<file path="src/design/satt_pkg.sv">
// Shared types and constants for the scaled alarm timer table.
// No dependencies; every other design file refers to it by scoped names.
package satt_pkg;

    localparam int ALARM_SLOTS = 16;
    localparam int SLOT_IW     = (ALARM_SLOTS > 1) ? $clog2(ALARM_SLOTS) : 1;

    localparam int SLOT_W  = 4;
    localparam int DUR_W   = 31;
    localparam int DELTA_W = 24;
    localparam int SCALE_W = 16;
    localparam int FRAC_W  = 8;
    localparam int PROD_W  = DELTA_W + SCALE_W;
    localparam int SD_W    = PROD_W - FRAC_W;
    localparam int REM_W   = 33;
    localparam int OVER_W  = 24;
    localparam int TIME_W  = 64;

    localparam int CFG_AW   = 4;
    localparam int CFG_DW   = 32;

    localparam logic [1:0] REG_MAX_DELTA  = 2'd0;
    localparam logic [1:0] REG_TIME_SCALE = 2'd1;
    localparam logic [1:0] REG_PAUSED     = 2'd2;

    localparam logic [DELTA_W-1:0] MAX_DELTA_RST  = 24'd500000;
    localparam logic [SCALE_W-1:0] TIME_SCALE_RST = 16'd256;

    localparam logic CMD_TICK = 1'b0;
    localparam logic CMD_ARM  = 1'b1;

    typedef struct packed {
        logic [DELTA_W-1:0] max_delta;
        logic [SCALE_W-1:0] time_scale;
        logic               paused;
    } cfg_t;

    typedef struct packed {
        logic               start;
        logic [DELTA_W-1:0] delta;
    } scale_req_t;

    typedef struct packed {
        logic            done;
        logic [SD_W-1:0] value;
    } scale_res_t;

endpackage

</file>
<file path="src/design/satt_in_if.sv">
// Input channel: tick / arm command transactions.
// Depends on satt_pkg for field widths.
interface satt_in_if;
    logic                        valid;
    logic                        ready;
    logic                        command;
    logic [satt_pkg::SLOT_W-1:0]  slot;
    logic [satt_pkg::DUR_W-1:0]   duration;
    logic [satt_pkg::DELTA_W-1:0] delta;

    modport source (output valid, command, slot, duration, delta, input ready);
    modport sink   (input valid, command, slot, duration, delta, output ready);
endinterface

</file>
<file path="src/design/satt_out_if.sv">
// Output channel: one transaction per fired alarm.
// Depends on satt_pkg for field widths.
interface satt_out_if;
    logic                        valid;
    logic                        ready;
    logic [satt_pkg::SLOT_W-1:0] fired_slot;
    logic [satt_pkg::OVER_W-1:0] overshoot;
    logic [satt_pkg::TIME_W-1:0] current_time;
    logic                        last_of_tick;

    modport source (output valid, fired_slot, overshoot, current_time, last_of_tick,
                    input ready);
    modport sink   (input valid, fired_slot, overshoot, current_time, last_of_tick,
                    output ready);
endinterface

</file>
<file path="src/design/scaled_alarm_timer_table_unit.sv">
// Top level of the scaled alarm timer table.
// Depends on satt_pkg, satt_in_if, satt_out_if, satt_cfg, satt_scale, satt_table.
//
//  channel  | direction | handshake              | payload
//  ---------+-----------+------------------------+------------------------------------------
//  in_ch    | sink      | valid/ready            | command, slot, duration, delta
//  out_ch   | source    | valid/ready            | fired_slot, overshoot, current_time, last
//  apb      | slave     | psel/penable, pready=1 | paddr[3:0], pwdata/prdata 32 bit
//
// An arm transaction is written into the table while idle. A tick passes through the
//   registered clamp-and-multiply and the first memory read, then through the
//   read-modify-write of the remaining-time RAM slot by slot, and ends in a flush state
//   for the final result of the tick.
// Reset clears the armed flags, time base and registers at once; no clearing pass is run.
// Output backpressure freezes the slot scan while the output register is full, and holds
//   the flush cycle until the final result moves into it; the next transaction is taken
//   right after that, even while the result still waits to be taken.
module scaled_alarm_timer_table_unit (
    input  logic                        clk,
    input  logic                        rst_n,
    satt_in_if.sink                     in_ch,
    satt_out_if.source                  out_ch,
    input  logic                        psel,
    input  logic                        penable,
    input  logic                        pwrite,
    input  logic [satt_pkg::CFG_AW-1:0] paddr,
    input  logic [satt_pkg::CFG_DW-1:0] pwdata,
    output logic [satt_pkg::CFG_DW-1:0] prdata,
    output logic                        pready
);

    satt_pkg::cfg_t       cfg;
    satt_pkg::scale_req_t scale_req;
    satt_pkg::scale_res_t scale_res;

    // register file; the user must write it only while the table is idle (not enforced here)
    satt_cfg u_cfg (
        .clk     (clk),
        .rst_n   (rst_n),
        .psel    (psel),
        .penable (penable),
        .pwrite  (pwrite),
        .paddr   (paddr),
        .pwdata  (pwdata),
        .prdata  (prdata),
        .pready  (pready),
        .cfg     (cfg)
    );

    // clamp, Q8.8 multiply, pause gating
    satt_scale u_scale (
        .clk   (clk),
        .rst_n (rst_n),
        .cfg   (cfg),
        .req   (scale_req),
        .res   (scale_res)
    );

    // alarm memory, armed flags, scan and result staging
    satt_table u_table (
        .clk       (clk),
        .rst_n     (rst_n),
        .in_ch     (in_ch),
        .out_ch    (out_ch),
        .scale_req (scale_req),
        .scale_res (scale_res)
    );

endmodule

</file>
<file path="src/design/satt_cfg.sv">
// APB-style configuration registers: max_delta, time_scale, paused.
// Depends on satt_pkg.
module satt_cfg (
    input  logic                        clk,
    input  logic                        rst_n,
    input  logic                        psel,
    input  logic                        penable,
    input  logic                        pwrite,
    input  logic [satt_pkg::CFG_AW-1:0] paddr,
    input  logic [satt_pkg::CFG_DW-1:0] pwdata,
    output logic [satt_pkg::CFG_DW-1:0] prdata,
    output logic                        pready,
    output satt_pkg::cfg_t              cfg
);

    logic [satt_pkg::DELTA_W-1:0] max_delta_reg;
    logic [satt_pkg::SCALE_W-1:0] time_scale_reg;
    logic                         paused_reg;
    logic [1:0]                   reg_idx;
    logic                         wr_en;

    assign pready  = 1'b1;
    assign reg_idx = paddr[satt_pkg::CFG_AW-1:2];
    assign wr_en   = psel && penable && pwrite;

    always_ff @(posedge clk or negedge rst_n)
    begin
        if (!rst_n)
        begin
            max_delta_reg  <= satt_pkg::MAX_DELTA_RST;
            time_scale_reg <= satt_pkg::TIME_SCALE_RST;
            paused_reg     <= 1'b0;
        end
        else if (wr_en)
        begin
            unique case (reg_idx)
                satt_pkg::REG_MAX_DELTA:  max_delta_reg  <= pwdata[satt_pkg::DELTA_W-1:0];
                satt_pkg::REG_TIME_SCALE: time_scale_reg <= pwdata[satt_pkg::SCALE_W-1:0];
                satt_pkg::REG_PAUSED:     paused_reg     <= pwdata[0];
                default:                  ;
            endcase
        end
    end

    always_comb
    begin
        unique case (reg_idx)
            satt_pkg::REG_MAX_DELTA:  prdata = satt_pkg::CFG_DW'(max_delta_reg);
            satt_pkg::REG_TIME_SCALE: prdata = satt_pkg::CFG_DW'(time_scale_reg);
            satt_pkg::REG_PAUSED:     prdata = satt_pkg::CFG_DW'(paused_reg);
            default:                  prdata = '0;
        endcase
    end

    assign cfg.max_delta  = max_delta_reg;
    assign cfg.time_scale = time_scale_reg;
    assign cfg.paused     = paused_reg;

endmodule

</file>
<file path="src/design/satt_scale.sv">
// Delta clamp and Q8.8 scaling: one registered 24x16 multiply.
// Depends on satt_pkg.
module satt_scale (
    input  logic                 clk,
    input  logic                 rst_n,
    input  satt_pkg::cfg_t       cfg,
    input  satt_pkg::scale_req_t req,
    output satt_pkg::scale_res_t res
);

    logic [satt_pkg::DELTA_W-1:0] clamped;
    logic [satt_pkg::PROD_W-1:0]  prod_reg;
    logic                         done_reg;

    assign clamped = (req.delta > cfg.max_delta) ? cfg.max_delta : req.delta;

    always_ff @(posedge clk or negedge rst_n)
    begin
        if (!rst_n)
        begin
            done_reg <= 1'b0;
            prod_reg <= '0;
        end
        else
        begin
            done_reg <= req.start;
            if (req.start)
                prod_reg <= satt_pkg::PROD_W'(clamped) * satt_pkg::PROD_W'(cfg.time_scale);
        end
    end

    // truncating shift drops the Q8.8 fraction
    assign res.done  = done_reg;
    assign res.value = cfg.paused ? '0 : prod_reg[satt_pkg::PROD_W-1:satt_pkg::FRAC_W];

endmodule

</file>
<file path="src/design/satt_table.sv">
// Alarm table: remaining-time memory, armed flags, slot scan and result staging.
// Depends on satt_pkg, satt_in_if, satt_out_if.
module satt_table (
    input  logic                 clk,
    input  logic                 rst_n,
    satt_in_if.sink              in_ch,
    satt_out_if.source           out_ch,
    output satt_pkg::scale_req_t scale_req,
    input  satt_pkg::scale_res_t scale_res
);

    localparam int IW = satt_pkg::SLOT_IW;
    localparam logic [IW-1:0] SLOT_LAST = IW'(satt_pkg::ALARM_SLOTS - 1);

    typedef enum logic [1:0] {ST_IDLE, ST_SCALE, ST_SCAN, ST_FLUSH} state_t;

    state_t                            state_reg;
    logic [satt_pkg::ALARM_SLOTS-1:0]  armed_reg;
    logic [satt_pkg::TIME_W-1:0]       acc_reg;
    logic [satt_pkg::SD_W-1:0]         sd_reg;
    logic [IW-1:0]                     proc_slot_reg;
    logic [satt_pkg::REM_W-1:0]        mem_rd_reg;
    logic                              pend_valid_reg;
    logic [satt_pkg::SLOT_W-1:0]       pend_slot_reg;
    logic [satt_pkg::OVER_W-1:0]       pend_over_reg;
    logic                              out_valid_reg;
    logic [satt_pkg::SLOT_W-1:0]       out_slot_reg;
    logic [satt_pkg::OVER_W-1:0]       out_over_reg;
    logic [satt_pkg::TIME_W-1:0]       out_time_reg;
    logic                              out_last_reg;

    logic [satt_pkg::REM_W-1:0] rem_mem [satt_pkg::ALARM_SLOTS];

    logic                       in_acc;
    logic                       tick_acc;
    logic                       arm_ok;
    logic [IW-1:0]              arm_idx;
    logic                       stall;
    logic                       scan_go;
    logic                       proc_armed;
    logic                       proc_last;
    logic                       fire;
    logic [satt_pkg::REM_W-1:0] wb_value;
    logic [satt_pkg::REM_W-1:0] neg_value;
    logic [satt_pkg::OVER_W-1:0] over_sat;
    logic                       rd_en;
    logic [IW-1:0]              rd_addr;
    logic                       wr_en;
    logic [IW-1:0]              wr_addr;
    logic [satt_pkg::REM_W-1:0] wr_data;
    logic                       scan_load;
    logic                       flush_load;
    logic                       out_load;

    assign in_ch.ready = (state_reg == ST_IDLE);
    assign in_acc      = in_ch.valid && in_ch.ready;
    assign tick_acc    = in_acc && (in_ch.command == satt_pkg::CMD_TICK);
    assign arm_idx     = IW'(in_ch.slot);
    assign arm_ok      = in_acc && (in_ch.command == satt_pkg::CMD_ARM)
                         && (32'(in_ch.slot) < 32'(satt_pkg::ALARM_SLOTS))
                         && !armed_reg[arm_idx];

    assign scale_req.start = tick_acc;
    assign scale_req.delta = in_ch.delta;

    // scan freezes while the output register holds an untaken result
    assign stall      = out_valid_reg && !out_ch.ready;
    assign scan_go    = (state_reg == ST_SCAN) && !stall;
    assign proc_armed = armed_reg[proc_slot_reg];
    assign proc_last  = (proc_slot_reg == SLOT_LAST);

    // remaining time before the tick is in [0, 2^31), delta below 2^32: fits 33 bits signed
    assign wb_value  = mem_rd_reg - {1'b0, sd_reg};
    assign fire      = scan_go && proc_armed
                       && (wb_value[satt_pkg::REM_W-1] || (wb_value == '0));
    assign neg_value = '0 - wb_value;
    assign over_sat  = (|neg_value[satt_pkg::REM_W-1:satt_pkg::OVER_W]) ? '1
                       : neg_value[satt_pkg::OVER_W-1:0];

    // read slot p+1 while slot p is written back: addresses never collide,
    // and arms land only while idle
    assign rd_en   = ((state_reg == ST_SCALE) && scale_res.done) || (scan_go && !proc_last);
    assign rd_addr = (state_reg == ST_SCALE) ? '0 : proc_slot_reg + 1'b1;
    assign wr_en   = arm_ok || (scan_go && proc_armed);
    assign wr_addr = (state_reg == ST_IDLE) ? arm_idx : proc_slot_reg;
    assign wr_data = (state_reg == ST_IDLE) ? satt_pkg::REM_W'(in_ch.duration) : wb_value;

    // a held result goes out once the next one is found, or at the end with last set
    assign scan_load  = fire && pend_valid_reg;
    assign flush_load = (state_reg == ST_FLUSH) && pend_valid_reg && !stall;
    assign out_load   = scan_load || flush_load;

    always_ff @(posedge clk)
    begin
        if (wr_en)
            rem_mem[wr_addr] <= wr_data;
        if (rd_en)
            mem_rd_reg <= rem_mem[rd_addr];
    end

    always_ff @(posedge clk or negedge rst_n)
    begin
        if (!rst_n)
        begin
            state_reg      <= ST_IDLE;
            armed_reg      <= '0;
            acc_reg        <= '0;
            sd_reg         <= '0;
            proc_slot_reg  <= '0;
            pend_valid_reg <= 1'b0;
            pend_slot_reg  <= '0;
            pend_over_reg  <= '0;
            out_valid_reg  <= 1'b0;
            out_slot_reg   <= '0;
            out_over_reg   <= '0;
            out_time_reg   <= '0;
            out_last_reg   <= 1'b0;
        end
        else
        begin
            if (out_load)
            begin
                out_valid_reg <= 1'b1;
                out_slot_reg  <= pend_slot_reg;
                out_over_reg  <= pend_over_reg;
                out_time_reg  <= acc_reg;
                out_last_reg  <= flush_load;
            end
            else if (out_ch.ready)
                out_valid_reg <= 1'b0;

            unique case (state_reg)
                ST_IDLE:
                begin
                    if (arm_ok)
                        armed_reg[arm_idx] <= 1'b1;
                    if (tick_acc)
                        state_reg <= ST_SCALE;
                end
                ST_SCALE:
                begin
                    if (scale_res.done)
                    begin
                        sd_reg        <= scale_res.value;
                        acc_reg       <= acc_reg + satt_pkg::TIME_W'(scale_res.value);
                        proc_slot_reg <= '0;
                        state_reg     <= ST_SCAN;
                    end
                end
                ST_SCAN:
                begin
                    if (scan_go)
                    begin
                        if (fire)
                        begin
                            armed_reg[proc_slot_reg] <= 1'b0;
                            pend_valid_reg <= 1'b1;
                            pend_slot_reg  <= satt_pkg::SLOT_W'(proc_slot_reg);
                            pend_over_reg  <= over_sat;
                        end
                        if (proc_last)
                            state_reg <= ST_FLUSH;
                        else
                            proc_slot_reg <= proc_slot_reg + 1'b1;
                    end
                end
                ST_FLUSH:
                begin
                    if (!pend_valid_reg)
                        state_reg <= ST_IDLE;
                    else if (!stall)
                    begin
                        pend_valid_reg <= 1'b0;
                        state_reg      <= ST_IDLE;
                    end
                end
                default: state_reg <= ST_IDLE;
            endcase
        end
    end

    assign out_ch.valid        = out_valid_reg;
    assign out_ch.fired_slot   = out_slot_reg;
    assign out_ch.overshoot    = out_over_reg;
    assign out_ch.current_time = out_time_reg;
    assign out_ch.last_of_tick = out_last_reg;

    a_idle_no_pend: assert property (@(posedge clk) disable iff (!rst_n)
        (state_reg == ST_IDLE) |-> !pend_valid_reg)
        else $error("held result left over after tick");

    a_load_free: assert property (@(posedge clk) disable iff (!rst_n)
        out_load |-> (!out_valid_reg || out_ch.ready))
        else $error("output register overwritten before taken");

    a_done_in_scale: assert property (@(posedge clk) disable iff (!rst_n)
        scale_res.done |-> (state_reg == ST_SCALE))
        else $error("scaled delta arrived outside scale wait");

    a_acc_stable: assert property (@(posedge clk) disable iff (!rst_n)
        !scale_res.done |=> $stable(acc_reg))
        else $error("accumulated time moved without a tick");

    a_fire_disarms: assert property (@(posedge clk) disable iff (!rst_n)
        fire |=> !armed_reg[$past(proc_slot_reg)])
        else $error("fired slot still armed");

endmodule
</file>
<file path="src/flat_wrapper.sv">
// flat-port wrapper written by rule: the top's interface ports become plain ports
module scaled_alarm_timer_table_unit_flat 
  (clk, rst_n, psel, penable, pwrite, paddr, pwdata, prdata, pready, in_ch_valid, in_ch_command, in_ch_slot, in_ch_duration, in_ch_delta, in_ch_ready, out_ch_valid, out_ch_fired_slot, out_ch_overshoot, out_ch_current_time, out_ch_last_of_tick, out_ch_ready);
  satt_in_if in_ch_i ();
  satt_out_if out_ch_i ();
  input  logic clk;
  input  logic rst_n;
  input  logic psel;
  input  logic penable;
  input  logic pwrite;
  input  logic [satt_pkg::CFG_AW-1:0] paddr;
  input  logic [satt_pkg::CFG_DW-1:0] pwdata;
  output logic [satt_pkg::CFG_DW-1:0] prdata;
  output logic pready;
  input wire logic [$bits(in_ch_i.valid)-1:0] in_ch_valid;
  input wire logic [$bits(in_ch_i.command)-1:0] in_ch_command;
  input wire logic [$bits(in_ch_i.slot)-1:0] in_ch_slot;
  input wire logic [$bits(in_ch_i.duration)-1:0] in_ch_duration;
  input wire logic [$bits(in_ch_i.delta)-1:0] in_ch_delta;
  output wire logic [$bits(in_ch_i.ready)-1:0] in_ch_ready;
  output wire logic [$bits(out_ch_i.valid)-1:0] out_ch_valid;
  output wire logic [$bits(out_ch_i.fired_slot)-1:0] out_ch_fired_slot;
  output wire logic [$bits(out_ch_i.overshoot)-1:0] out_ch_overshoot;
  output wire logic [$bits(out_ch_i.current_time)-1:0] out_ch_current_time;
  output wire logic [$bits(out_ch_i.last_of_tick)-1:0] out_ch_last_of_tick;
  input wire logic [$bits(out_ch_i.ready)-1:0] out_ch_ready;
  assign in_ch_i.valid = in_ch_valid;
  assign in_ch_i.command = in_ch_command;
  assign in_ch_i.slot = in_ch_slot;
  assign in_ch_i.duration = in_ch_duration;
  assign in_ch_i.delta = in_ch_delta;
  assign in_ch_ready = in_ch_i.ready;
  assign out_ch_valid = out_ch_i.valid;
  assign out_ch_fired_slot = out_ch_i.fired_slot;
  assign out_ch_overshoot = out_ch_i.overshoot;
  assign out_ch_current_time = out_ch_i.current_time;
  assign out_ch_last_of_tick = out_ch_i.last_of_tick;
  assign out_ch_i.ready = out_ch_ready;
  scaled_alarm_timer_table_unit u_core (.clk(clk), .rst_n(rst_n), .in_ch(in_ch_i), .out_ch(out_ch_i), .psel(psel), .penable(penable), .pwrite(pwrite), .paddr(paddr), .pwdata(pwdata), .prdata(prdata), .pready(pready));
endmodule
</file>
<file path="config.mk">
export PLATFORM = sky130hd
export DESIGN_NAME = scaled_alarm_timer_table_unit_flat
export DESIGN_NICKNAME = d
export VERILOG_FILES = /design/src/design/satt_pkg.sv /design/src/design/satt_in_if.sv /design/src/design/satt_out_if.sv /design/src/design/scaled_alarm_timer_table_unit.sv /design/src/design/satt_cfg.sv /design/src/design/satt_scale.sv /design/src/design/satt_table.sv /design/src/flat_wrapper.sv
export SDC_FILE = /design/constraint.sdc
export NUM_CORES = 2
export LEC_CHECK = 0
export BUFFER_PORTS_ARGS = -buffer_cell sky130_fd_sc_hd__clkbuf_2
export CORE_UTILIZATION = 25
export CTS_BUF_LIST = sky130_fd_sc_hd__clkbuf_16
export DETAILED_ROUTE_END_ITERATION = 8
export HOLD_SLACK_MARGIN = 0.15
export PLACE_DENSITY = 0.48
export SYNTH_ARGS = -nofsm -noshare
export SYNTH_HDL_FRONTEND = slang
export SYNTH_SLANG_ARGS = --single-unit
</file>
<file path="constraint.sdc">
create_clock -name clk -period 25.9 [get_ports clk]
set_clock_uncertainty 0.2 [all_clocks]
set_input_delay 5.18 -clock clk [delete_from_list [all_inputs] [get_ports clk]]
set_output_delay 5.18 -clock clk [all_outputs]
set_load 0.005 [all_outputs]
</file>
==> flow_results.org <==
** Run status
- The flow ran to the end, and the final reports show no timing, DRC or antenna violations.

** Yosys
- Cell types occupying the most area after synthesis :: edfxtp_1 32%, dfrtp_1 15%, fa_1 12%
- In this run the biggest area consumer among cell types represents 32.3% of the synthesized area.
- Synth unique cells :: 85
- Of all cell types, the one taking the most synthesized area is edfxtp_1.
- Sequential cell area fraction in the yosys report :: 47.4%
- Counting flops with a built-in enable in the synthesized netlist gives 561.
- A synthesized cell averages 11.6 µm².
- Synth warnings :: 0
- Most used flip-flop cell after synthesis :: edfxtp_1
- Netlist area before placement :: 52,200 µm²
- The synthesized design contains 876 register bits.
- By count the netlist is led by 576 x nand2_1, 561 x edfxtp_1, 446 x inv_1.
- Cell with the most instances after synthesis :: nand2_1
- Post-synthesis cell count :: 4,518
- Async set or reset register ratio after synthesis :: 36.0%

** GRT
- Number of antenna violations at the first check in global routing :: 16
- In the global route stage, met2 resource usage came out at 24.7%.
- In the global route stage, overall resource usage came out at 14.1%.
- For met3 alone, demand over resource in global routing was 1.80%.
- The via count of the first global-routing pass is 35,600.
- Largest net degree at the start of global routing :: 162
- Layer with the highest usage :: met2
- First-pass GRT wire length :: 226 mm
- Summed over all layers, the global routing overflow is 0.
- Met1 routing resource usage after global routing :: 17.6%

** Timing
- Setup_tns :: 0 ns
- Timing would allow up to 0.0716 GHz.
- Count of final max-slew check failures :: 0
- Shortest clock period the worst path allows after layout :: 13.97 ns
- Setup violations remaining at the end of the flow were counted as 0.
- Dividing the final minimum period by the clock period gives 54.0%.
- The number of hold violations in the final report was 0.
- Headroom to the max-slew limit came out at 13.7%.
- At the pin with the least slew margin, the transition time is 1.28 ns.
- RSZ-0062 raised after global routing :: false

** Setup path
- At the worst endpoint, the required time is 26.27 ns.
- For the worst setup path, the data arrival time is 14.34 ns.
- In this design, the critical path's most frequently occurring cell is fa_1.
- Largest stage delay on the critical path :: 0.92 ns
- The largest individual stage delay along the critical path comes from the cell o21ai_2.
- In this run the worst path has a maximum fanout of 37.
- Worst setup path category :: input port to flip-flop
- STA classifies the critical path startpoint as an input port.
- The worst setup path is captured at a flip-flop.

** Drt
- Vias per Instance :: 4.55
- The final route contains 34,300 vias.
- Drt first-iter violations :: 2,179
- In the routed design, unresolved DRC markers number 0.
- Sum of routed wire length over all layers :: 148 mm
- Number of detailed-route iterations in the first pass :: 5
- Post-DR wirelength/cell :: 19.6 µm
- Number of antenna-violating nets in the routed design :: 0

** Cells and area
- Fillcell total :: 21,400
- The register with the most flip-flops in the layout has 528 of them.
- Fraction of final layout cells sized beyond drive strength 1 :: 15.1%
- P&R area growth vs syn :: 14.9%
- At the end of the flow, the number of nets in the layout was 5,289.

** CTS
- After clock tree synthesis, the clock-pin slew on the worst setup and hold paths is 0.05 ns.
- Worst skew pair latency :: 0.73 ns
- Buffers inserted during clock tree synthesis total 96.
- Clock tree sinks :: 876
- Counting along the longest clock path gives a buffer depth of 3.
- The H-tree was split into 3 levels.
- Clock tree synthesis selected as its root buffer the cell clkbuf_16.
- Post-CTS setup buffer count :: 0
- Hold buffer count at cts :: 0
- Post-cts sizing count :: 0
- TritonCTS built the clock tree.

** Floorplanning
- In this run the horizontal extent of the chip is 459 µm.
- After floorplanning, the core was divided into 167 placement rows.
- Measured along the y axis, the die boundary spans 459 µm.
- For this configuration, the core starts out at a cell density of 25.2%.
- The region available for standard cell placement spans 207,000 µm².
- # IOs :: 231
- Die Footprint :: 211,000 µm²

** Placement
- PortBufs :: 211
- Total half-perimeter wirelength after legalization and detailed placement :: 98.9 mm
- At the end of routability-driven placement, the weighted congestion stood at 0.805.

** Hold path
- The path class of the tightest hold or removal check is flip-flop to flip-flop.

** Run
- Max capacitance violation total :: 0
-- layout make-up --
type	count	area (µm²)	area share (%)
Antenna cell	2	5.00	0.00834
Clock buffer	98	2450	4.09
Clock inverter	78	776	1.29
Inverter	446	1670	2.79
Multi-Input combinational cell	2957	25100	41.9
Sequential cell	876	24700	41.2
Tap cell	2788	3490	5.81
Timing Repair Buffer	295	1760	2.93
-- path summary, 6_finish.rpt --
check	start	endpoint	slack, ns	depth (start not counted)
max	in_ch_delta[19]	u_core.u_scale.prod_reg[36]$_DFFE_PN0P_	11.93	33
min	u_core.u_scale.prod_reg[32]$_DFFE_PN0P_	u_core.u_scale.prod_reg[32]$_DFFE_PN0P_	0.27	2
max reg2reg	u_core.u_cfg.max_delta_reg[16]$_DFFE_PN1P_	u_core.u_scale.prod_reg[36]$_DFFE_PN0P_	15.93	33
min reg2reg	u_core.u_scale.prod_reg[32]$_DFFE_PN0P_	u_core.u_scale.prod_reg[32]$_DFFE_PN0P_	0.27	2
max in group asynchronous	rst_n	u_core.u_table.out_ch.current_time[55]$_DFFE_PN0P_	19.73	2
min in group asynchronous	rst_n	u_core.u_cfg.max_delta_reg[22]$_DFFE_PN0P_	4.33	1
-- placed cells by master (no fill, tap or decap), drive strengths merged, types with 44 or more instances in the layout --
master | netlist | final
nand2 | 576 | 576
edfxtp | 561 | 561
inv | 446 | 469
clkbuf | 214 | 308
fa | 307 | 307
dfrtp | 307 | 307
ha | 207 | 207
o21ai | 194 | 194
and2 | 171 | 171
a21oi | 157 | 157
mux2 | 156 | 156
mux2i | 145 | 145
nor2b | 116 | 116
a211oi | 110 | 110
nor2 | 105 | 105
buf | 32 | 85
xnor2 | 76 | 76
xor2 | 60 | 60
a21o | 59 | 59
a31oi | 53 | 53
nand3 | 50 | 50
nor3 | 46 | 46
mux4 | 44 | 44
-- metal layers --
metal	share of wire, %	up-vias
li1	-	16000
met1	43	17500
met2	50	637
met3	3.5	209
met4	3.8	2
met5	0.0081	-
-- through the flow --
stage | hold slack [ns] | setup WS, ns | util (%) | area [µm²] | instances
6_report | 0.273 | 11.93 | 29.0 | 60000 | 7540
5_1_grt | 0.299 | 11.31 | 29.0 | 60000 | 7539
4_1_cts | 0.279 | 12.07 | 29.0 | 60000 | 7538
3_5_place_dp | 0.267 | 11.30 | 27.4 | 56800 | 7362
3_3_place_gp | 0.264 | 11.34 | 27.4 | 56800 | 7362
2_1_floorplan | 0.241 | 12.64 | - | 52200 | 4525
-- cells by family after synthesis --
kind of cell	share of synthesized area (%)
xor gates and xnor gates	2.30
buffers and inverters	5.11
muxes	8.04
other	0.0144
DFF	47.4
adders and majority gates	16.7
and+or+nand+nor	11.0
AOI/OAI and AO/OA	9.40
-- worst max-delay path, delay by kind of cell --
| family | cells | cell delay (ns) |
|---|---|---|
| compound gates | 12 | 3.03 |
| simple gates | 5 | 1.53 |
| buf+inv | 7 | 0.66 |
| fa+ha+maj | 8 | 3.69 |
| xor+xnor | 1 | 0.19 |
Power is not shown: default switching activity piles up to over one toggle a cycle in this logic, so the estimate is an artifact.
